## src/rtl/ftlx_pkg.sv

```systemverilog
`default_nettype none
// ----------------------------------------------------------------------------
// ftlx_pkg
// shared widths and constants of the four-tap lagged-xor generator
// ----------------------------------------------------------------------------
package ftlx_pkg;

  // generator word width
  localparam int WORD_W = 31;

  // park-miller multiplier and its width
  localparam int MULT_W = 15;
  localparam logic [MULT_W-1:0] PM_MULT = 15'd16807;

  // mersenne prime 2^31-1
  localparam logic [WORD_W-1:0] PM_PRIME = 31'h7FFF_FFFF;

  // reset seed
  localparam logic [WORD_W-1:0] SEED_RESET = 31'd817;

  // lags behind the current position
  localparam int LAG_A = 471;
  localparam int LAG_B = 1586;
  localparam int LAG_C = 6988;
  localparam int LAG_D = 9689;

  // tap select codes
  typedef enum logic [1:0] {
    TAP_A = 2'd0,
    TAP_B = 2'd1,
    TAP_C = 2'd2,
    TAP_D = 2'd3
  } tap_sel_t;

  // sequencer states
  typedef enum logic [6:0] {
    ST_FILL_MUL = 7'b000_0001,
    ST_FILL_WR  = 7'b000_0010,
    ST_IDLE     = 7'b000_0100,
    ST_TAP      = 7'b000_1000,
    ST_XOR_WR   = 7'b001_0000,
    ST_DIV      = 7'b010_0000,
    ST_OUT      = 7'b100_0000
  } state_t;

endpackage : ftlx_pkg
`default_nettype wire

```

## src/rtl/ftlx_mod_unit.sv

```systemverilog
`default_nettype none
// ----------------------------------------------------------------------------
// ftlx_mod_unit
// restoring modulo, one dividend bit per cycle
// ----------------------------------------------------------------------------
module ftlx_mod_unit (
  input  wire logic                         clk,
  input  wire logic                         rst,
  input  wire logic                         start,
  input  wire logic [ftlx_pkg::WORD_W-1:0]  dividend,
  input  wire logic [ftlx_pkg::WORD_W-1:0]  divisor,
  output logic                              done,
  output logic [ftlx_pkg::WORD_W-1:0]       remainder
);

  localparam int CNT_W = $clog2(ftlx_pkg::WORD_W);

  logic                           busy;
  logic [CNT_W-1:0]               cnt;
  logic [ftlx_pkg::WORD_W-1:0]    quo;
  logic [ftlx_pkg::WORD_W-1:0]    dsr;
  logic [ftlx_pkg::WORD_W:0]      trial;
  logic [ftlx_pkg::WORD_W:0]      diff;

  // shift next dividend bit into the partial remainder
  assign trial = {remainder, quo[ftlx_pkg::WORD_W-1]};
  assign diff  = trial - {1'b0, dsr};

  always_ff @(posedge clk) begin
    if (rst) begin
      busy <= 1'b0;
      done <= 1'b0;
      cnt  <= '0;
    end else begin
      // last step of an operation raises done for one cycle
      done <= busy && !start && (cnt == '0);
      if (start) begin
        busy <= 1'b1;
        cnt  <= CNT_W'(ftlx_pkg::WORD_W - 1);
      end else if (busy) begin
        cnt <= cnt - 1'b1;
        if (cnt == '0) begin
          busy <= 1'b0;
        end
      end
    end
  end

  always_ff @(posedge clk) begin
    if (start) begin
      quo       <= dividend;
      dsr       <= divisor;
      remainder <= '0;
    end else if (busy) begin
      quo <= {quo[ftlx_pkg::WORD_W-2:0], 1'b0};
      if (!diff[ftlx_pkg::WORD_W]) begin
        remainder <= diff[ftlx_pkg::WORD_W-1:0];
      end else begin
        remainder <= trial[ftlx_pkg::WORD_W-1:0];
      end
    end
  end

  // a new operation never lands on one in flight
  a_start_idle: assert property (@(posedge clk) disable iff (rst) start |-> !busy)
    else $error("mod unit started while busy");

  // done marks the end of an operation
  a_done_end: assert property (@(posedge clk) disable iff (rst) done |-> !busy)
    else $error("mod unit done while still busy");

  // the remainder stays below the divisor once finished
  a_rem_range: assert property (@(posedge clk) disable iff (rst)
    done && (dsr != '0) |-> remainder < dsr)
    else $error("mod unit remainder out of range");

endmodule : ftlx_mod_unit
`default_nettype wire

```

## config.mk

```make
export PLATFORM = sky130hd
export DESIGN_NAME = ftlx_mod_unit
export DESIGN_NICKNAME = d
export VERILOG_FILES = /design/src/rtl/ftlx_pkg.sv /design/src/rtl/ftlx_mod_unit.sv
export SDC_FILE = /design/constraint.sdc
export NUM_CORES = 1
export LEC_CHECK = 0
export BUFFER_PORTS_ARGS = -buffer_cell sky130_fd_sc_hd__buf_4
export CAP_MARGIN = 15
export CORE_MARGIN = 4
export CORE_UTILIZATION = 57
export CTS_CLUSTER_DIAMETER = 200
export DETAILED_ROUTE_END_ITERATION = 7
export PLACE_DENSITY = 0.8
export SLEW_MARGIN = 25
export SYNTH_ARGS = -nofsm -noshare
export SYNTH_HDL_FRONTEND = slang
export SYNTH_SLANG_ARGS = --single-unit
```

## constraint.sdc

```tcl
create_clock -name clk -period 3.34 [get_ports clk]
set_input_delay 1.002 -clock clk [delete_from_list [all_inputs] [get_ports clk]]
set_output_delay 1.002 -clock clk [all_outputs]
set_load 0.03 [all_outputs]
```

**Word level (Yosys, flattened, before mapping)**

Index checks and enable logic that the tools add are counted.
Widths: inputs -> output; s select.

- Input port bits: 65
- Flip-flop bits (word level): 100
- Output and inout bits: 32

- Muxes and demuxes: 8
- Reduce and logical (&&, ||, !) cells: 6
- $add $sub $neg: 2

Operator list:

| kind | number |
|---|---|
| $mux 31 | 3 |
| $sub 32x31->32 | 1 |
| $mux 5 | 2 |
| $logic_not 5->1 | 1 |
| $sub 5x1->5 const B | 1 |
| $mux 1 | 3 |
| $logic_and 1x1->1 | 2 |
| $reduce_bool 2->1 | 1 |
| $reduce_or 2->1 | 1 |
| $logic_not 1->1 | 1 |

**Logic depth before layout (Yosys ltp)**

Gate-level depths: netlist of the first run.

- Depth after elaboration: 4
- Mapped depth: 13
- Depth with buffers taken out: 12

**Worst setup path before layout of the first run**

Ideal clock, no wire load.

- Path kind: reg-to-reg
- Start point: reg quo[30] (netlist bit)
- End point: reg remainder[26] (netlist bit)
- Clock period less this slack: 3.007 ns
- Cell stages (with the launch flop): 13
- Arrival: 2.887 ns
- Path slack: 0.333 ns
- Cells stage by stage: edfxtp_1 > inv_1 > ha_1 > inv_1 > fa_1 > a211oi_1 > o21ai_1 > a31oi_2 > a2111oi_0 > or3_1 > o311ai_0 > nor4_1 > a211o_1

- Longest elaborated chain between the ends: 2

RTL lines:

| element | line | source |
|---|---|---|
| start, declared | ftlx_mod_unit.sv:20 | `logic [ftlx_pkg::WORD_W-1:0] quo;` |
| start signal, assigned | ftlx_mod_unit.sv:51 | `quo <= dividend;` |
| start signal, assigned | ftlx_mod_unit.sv:55 | `quo <= {quo[ftlx_pkg::WORD_W-2:0], 1'b0};` |
| $sub 32x31->32 | ftlx_mod_unit.sv:27 | `assign diff = trial - {1'b0, dsr};` |
| $mux 31 | ftlx_mod_unit.sv:56 | `if (!diff[ftlx_pkg::WORD_W]) begin` |
| end signal, assigned | ftlx_mod_unit.sv:57 | `remainder <= diff[ftlx_pkg::WORD_W-1:0];` |
| end signal, assigned | ftlx_mod_unit.sv:59 | `remainder <= trial[ftlx_pkg::WORD_W-1:0];` |
| end, declared | ftlx_mod_unit.sv:13 | `output logic [ftlx_pkg::WORD_W-1:0] remainder` |

No other way between the ends.
A chain may end at the register's enable or synchronous reset.

**Worst setup path after layout of the first run**

- Start point: reg remainder[23] (netlist bit)
- End point: reg remainder[20] (netlist bit)

- Longest elaborated chain between the ends: 2

RTL lines:

| element | line |
|---|---|
| $sub 32x31->32 | ftlx_mod_unit.sv:27 |
| $mux 31 | ftlx_mod_unit.sv:56 |

No other way between the ends.

==> run metrics, run 1 <==
# fillers around 800; Final Instance Count excl. Fillers 847; most frequent cells in the layout 112 x buf_4, 62 x edfxtp_1, 50 x nor2_1; initial cell density of the core 0.583; Critical Path RT 3.65 ns; part of the Yosys area used for sequential elements 0.438; DR iter-0 viols 276; startpoint types flip-flop; Crit-path slowest cell or4_1; Die Span Y around 110 um; hold depth 2; share of cells above drive strength 1 0.259; ys flop type edfxtp_1; # IOs 97; input/output buffers 96; max-capacitance violation count 0; cell count after synthesis just over 600; CTS tree built; Mapped Nets a little over 700; Layout Nets 805; largest net degree at the start of global routing 42; clock skew 0.0158 ns; crit path kind flip-flop to flip-flop; cts bufs inserted 9; synth warn 0; GP Congestion 0.937; DRT Pass-1 Iters 5; Tmin final 3.21 ns; drc violations 0; cells taking the most area after synthesis edfxtp_1 31%, dfxtp_1 13%, ha_1 6.9%; arrival time worst endpoint 3.52 ns; clk_lat worst skew 0.40 ns; # setup viols final 0; Congestion Overflow GR 0; Worst Tran Pin Value 0.710 ns; dpl cells between 800 and 900; H-Tree Depth 3; asr flop ratio synth 0; Worst setup EP type flip-flop; Area growth syn-to-layout 19.7%; Antenna Cells 0; die area 12,200 um2; Mapped Area between 5000 and 6000 um2; mean routed wirelength per cell between 15 and 20 um; CTS sink count 100; Die Width between 100 and 150 um; WL final around 16 mm; clk buf depth 2; critical-path cell list ha_1 -> a21oi_1 -> o311ai_2 -> a211oi_1 -> o31a_1 -> a21boi_2 -> buf_12 -> or4_1 -> a311oi_2; Worst Hold Class flip-flop to flip-flop; core footprint slightly above 10,000 um2; row count 37; Worst Path Max Fanout 25; final hold vios 0; Max Fclk between 0.3 and 0.4 GHz; final slew viol count 0; outcome completed; slowest stage delay, CP 0.54 ns; area occupied by multi-input gates between 3000 and 4000 um2; Yosys top cell by area edfxtp_1; GRT Util Overall 0.270; Post-CTS Setup Bufs 0; post-synthesis area per instance 9.87 um2; Yosys cell types 70; Routed Antenna Nets 0; Final Cycle Share 0.963; pwr/cell area 410 nW/um2; #FFs+latches synth 100; Final HPWL DP about 12 mm; vias in the first global route 5,313; number of synthesized flops with an enable pin between 60 and 70; vias per cell 6.16; setup TNS 0 ns; clock root cell clkbuf_8; via count 5,214; commonest non-fill, non-tap cell in the layout buf_4; initial antenna violation count 0; Core Util, Final 0.698; Final Cell Area 7170 um2; Yosys top cell area share 0.311; Max-slew headroom 0.525; clock slew at reported path FFs 0.11 ns; Area after DPL 6950 um2; Reg area 2620 um2; first-pass GRT wire length 26.6 mm; LEAKAGE 2.92 nW; total power 2.94 mW; R2R depth 9; Peak VDD IR 0.000326 V
## logic make-up after synthesis
kind of cell | count (synthesis) | synth area share
AND/OR/NAND/NOR | 173 | 0.143
AO/OA/AOI/OAI | 170 | 0.202
flip-flops | 100 | 0.438
buffers and inverters | 73 | 0.0474
multiplexers | 34 | 0.0631
adder cells (fa/ha/maj) | 34 | 0.0723
XOR/XNOR | 23 | 0.0336
## state kept, by name (all words and copies together), names as in the netlist
register	cells
dsr	31
done	1
busy	1
remainder	31
cnt	5
quo	31
## power by group
group	switching (mW)	internal, mW
Sequential	0.0488	1.42
Combinational	0.380	0.280
Clock	0.463	0.355
Total	0.891	2.05
## critical path, delay by kind of cell (launching register included)
kind / cells / cell delay (ns)
simple gates: 1 / 0.54
buf+inv: 1 / 0.17
fa+ha+maj: 1 / 0.38
flops: 1 / 0.36
compound gates: 6 / 1.67
## cell usage after synthesis, types with 3 or more instances
master,n
a2111oi_0,4
a211oi_1,6
a21o_1,7
a21oi_1,32
a221oi_1,3
a311oi_1,12
a31oi_1,4
and2_1,3
and3_1,3
buf_2,7
clkbuf_1,18
dfxtp_1,38
edfxtp_1,62
ha_1,33
inv_1,45
mux2_2,30
mux2i_1,4
nand2_1,43
nand2b_1,7
nand3_1,16
nand3b_1,5
nand4_1,8
nor2_1,50
nor2b_1,5
nor3_1,12
nor4_1,3
o2111ai_1,4
o211ai_1,18
o21ai_0,29
o21ai_1,7
o21bai_1,7
o22ai_1,3
o311a_1,3
o311ai_0,6
o31a_1,3
or3_1,6
xnor2_1,15
xor2_1,8
## cell type report
cell class                 count  share of cell area
inverter                      46              0.0241
sequential                   100               0.366
timing repair buffer         115               0.126
tap                          136              0.0237
clock buffer                  10              0.0178
clock inverter                 6              0.0101
multi-input combinational    434               0.433
## stage by stage
step,hold WS [ns],setup WS [ns]
after global routing,0.545,-0.00722
after floorplan,0.514,0.333
after global placement,0.495,0.294
final,0.516,0.125
after detailed placement,0.499,0.198
after CTS,0.514,0.141
## final timing paths
kind | start | to | slack (ns)
setup / recovery | remainder[23] | remainder[20] | 0.13
hold / removal | remainder[22] | remainder[22] | 0.52
setup reg to reg | remainder[23] | remainder[20] | 0.13
hold reg to reg | remainder[22] | remainder[22] | 0.52
## layer usage
layer  vias to the layer above  GRT usage  routed length [um]
met1                      2505      0.346                6930
li1                       2469          -                   -
met5                         -          0                   0
met3                        38     0.0542                1030
met4                         0     0.0993                 428
met2                       202      0.453                8050
## timing repair
item / in CTS / in global routing
endpoints found under the hold margin: 0 / 0
resized for setup: 0 / 7
hold buffers: 0 / 0
endpoints found under the setup margin: 0 / 4
No activity file was read; power rests on OpenSTA's default activity.
==> run 2: changes to the inputs <==
--- a/config.mk
+++ b/config.mk
@@ -7,7 +7,7 @@
 export LEC_CHECK = 0
 export BUFFER_PORTS_ARGS = -buffer_cell sky130_fd_sc_hd__buf_4
 export CAP_MARGIN = 15
-export CORE_MARGIN = 4
+export CORE_MARGIN = 10
 export CORE_UTILIZATION = 57
 export CTS_CLUSTER_DIAMETER = 200
 export DETAILED_ROUTE_END_ITERATION = 7
==> run 2 against run 1 <==
Net effect: die area up 23%; design area increased by 0.28%; critical path depth grew 3; global-route usage fell by 3.8 points; final cell count up 0.83%; setup slack better by 0.099 ns; register-to-register slack improved by 0.099 ns; maximum frequency is 3.2% higher; wire length is 3.7% higher; utilization rose by 0.19 points; clock-buffer cell count decreased by 1; first-iteration DRC count grew 74%.
==> run metrics, run 2 (same netlist as run 1, synthesis figures left out) <==
mean routed wirelength per cell 20.0 um; Final Cycle Share 0.933; clock skew 0.0118 ns; startpoint types flip-flop; Worst Hold End remainder[8]; r2r endpoint remainder[20]; largest net degree at the start of global routing 36; GRT Util Overall 0.233; final hold vios 0; share of cells above drive strength 1 0.263; post-cts hold buffer count 0; # IOs 97; Die Span Y 122 um; drc violations 0; Area after DPL 6970 um2; # setup viols final 0; Final HPWL DP 12.5 mm; setup TNS 0 ns; core footprint 10,300 um2; clk_lat worst skew 0.39 ns; GP Congestion approximately 0.93; outcome completed; CTS sink count 100; arrival time worst endpoint 3.42 ns; LEAKAGE 2.94 nW; Worst Tran Pin Value just under 0.9 ns; R2R depth 12; vias in the first global route 5,371; most frequent cells in the layout 121 x buf_4, 62 x edfxtp_1, 50 x nor2_1; die area ~15,000 um2; unrepaired setup endpoints after global routing no; cts bufs inserted 9; row count 37; Tmin final about 3.1 ns; Final Cell Area just over 7000 um2; Peak VDD IR 0.000349 V; total power 2.90 mW; max-capacitance violation count 0; setup slack after layout 0.224 ns; biggest regs dsr x31, quo x31, remainder x31; via count 5,206; Layout Nets between 800 and 900; r2r setup slk 0.22 ns; Worst setup EP type flip-flop; Final Instance Count excl. Fillers 854; Max-slew headroom 0.411; DRT Pass-1 Iters 5; hold depth 2; input/output buffers 96; Die Width 122 um; reg-to-reg startpoint quo[30]; vias per cell approximately 6.1; initial antenna violation count 0; Worst Path Max Fanout 5; Max Fclk 0.321 GHz; Congestion Overflow GR 0; commonest non-fill, non-tap cell in the layout buf_4; first-pass GRT wire length 27.6 mm; final slew viol count 0; initial cell density of the core 0.583; WL final around 17 mm; hold slack 0.513 ns; clock root cell clkbuf_8; pwr/cell area 403 nW/um2; Core Util, Final 0.700; Area growth syn-to-layout 20.1%; Critical Path RT around 3.6 ns; CTS tree built; H-Tree Depth 3; Worst Hold Class flip-flop to flip-flop; worst slack, placed 0.110 ns; DR iter-0 viols 480; clock slew at reported path FFs about 0.11 ns; # fillers 833; dpl cells between 800 and 900; Routed Antenna Nets 0; HP Start remainder[8]; crit path kind flip-flop to flip-flop; clk buf depth 2; Antenna Cells 0
run 2: cell count changes in the layout (fill, tap and decap cells not counted), sizes merged:
cell | before | now
inv | 48 | 50
buf | 115 | 122
bufinv | 1 | 0
clkbuf | 10 | 9
run 2: how the worst max path moves through the flow:
| stage | start | endpoint |
|---|---|---|
| 4_1_cts | quo[30] | remainder[20] |
| 5_1_grt | quo[30] | remainder[16] |
| 6_report | quo[30] | remainder[20] |
| 2_1_floorplan | quo[30] | remainder[26] |
| 3_3_place_gp | quo[30] | remainder[26] |
| 3_5_place_dp | quo[30] | remainder[20] |
run 2: per-layer routing:
metal	track usage	routed length, um
met1	0.285	7220
met2	0.394	8450
met3	0.0455	934
met4	0.0965	449
met5	0	0
run 2: cell type report:
| cell class | count | area (um2) | share of cell area |
|---|---|---|---|
| inverters | 46 | 173 | 0.0240 |
| clock inverters | 7 | 67.6 | 0.00940 |
| well taps | 136 | 170 | 0.0237 |
| multi-input cells | 434 | 3110 | 0.432 |
| repair buffers | 122 | 928 | 0.129 |
| flip-flops and latches | 100 | 2620 | 0.365 |
| clock buffers | 9 | 124 | 0.0172 |
run 2: timing repair:
item,4_1_cts,5_1_grt
setup endpoints to repair,0,7
endpoints found under the hold margin,0,0
gates resized for setup,0,5
setup buffers,0,1
run 2: report_power, final:
part           switching, mW  internal, mW  total, mW
registers             0.0502          1.42       1.47
logic                  0.372         0.282      0.654
clock network          0.488         0.291      0.779
total                  0.911          1.99       2.90
run 2: critical path, cell delays in order, from the launching register on:
cell and delay, ns:
edfxtp_1 0.37, inv_1 0.08, ha_1 0.18, inv_1 0.06, fa_1 0.43, a211oi_2 0.31, o21ai_2 0.14, a31oi_2 0.27
buf_4 0.17, a21o_4 0.14, o22ai_1 0.11, or4_1 0.48, a311oi_1 0.29
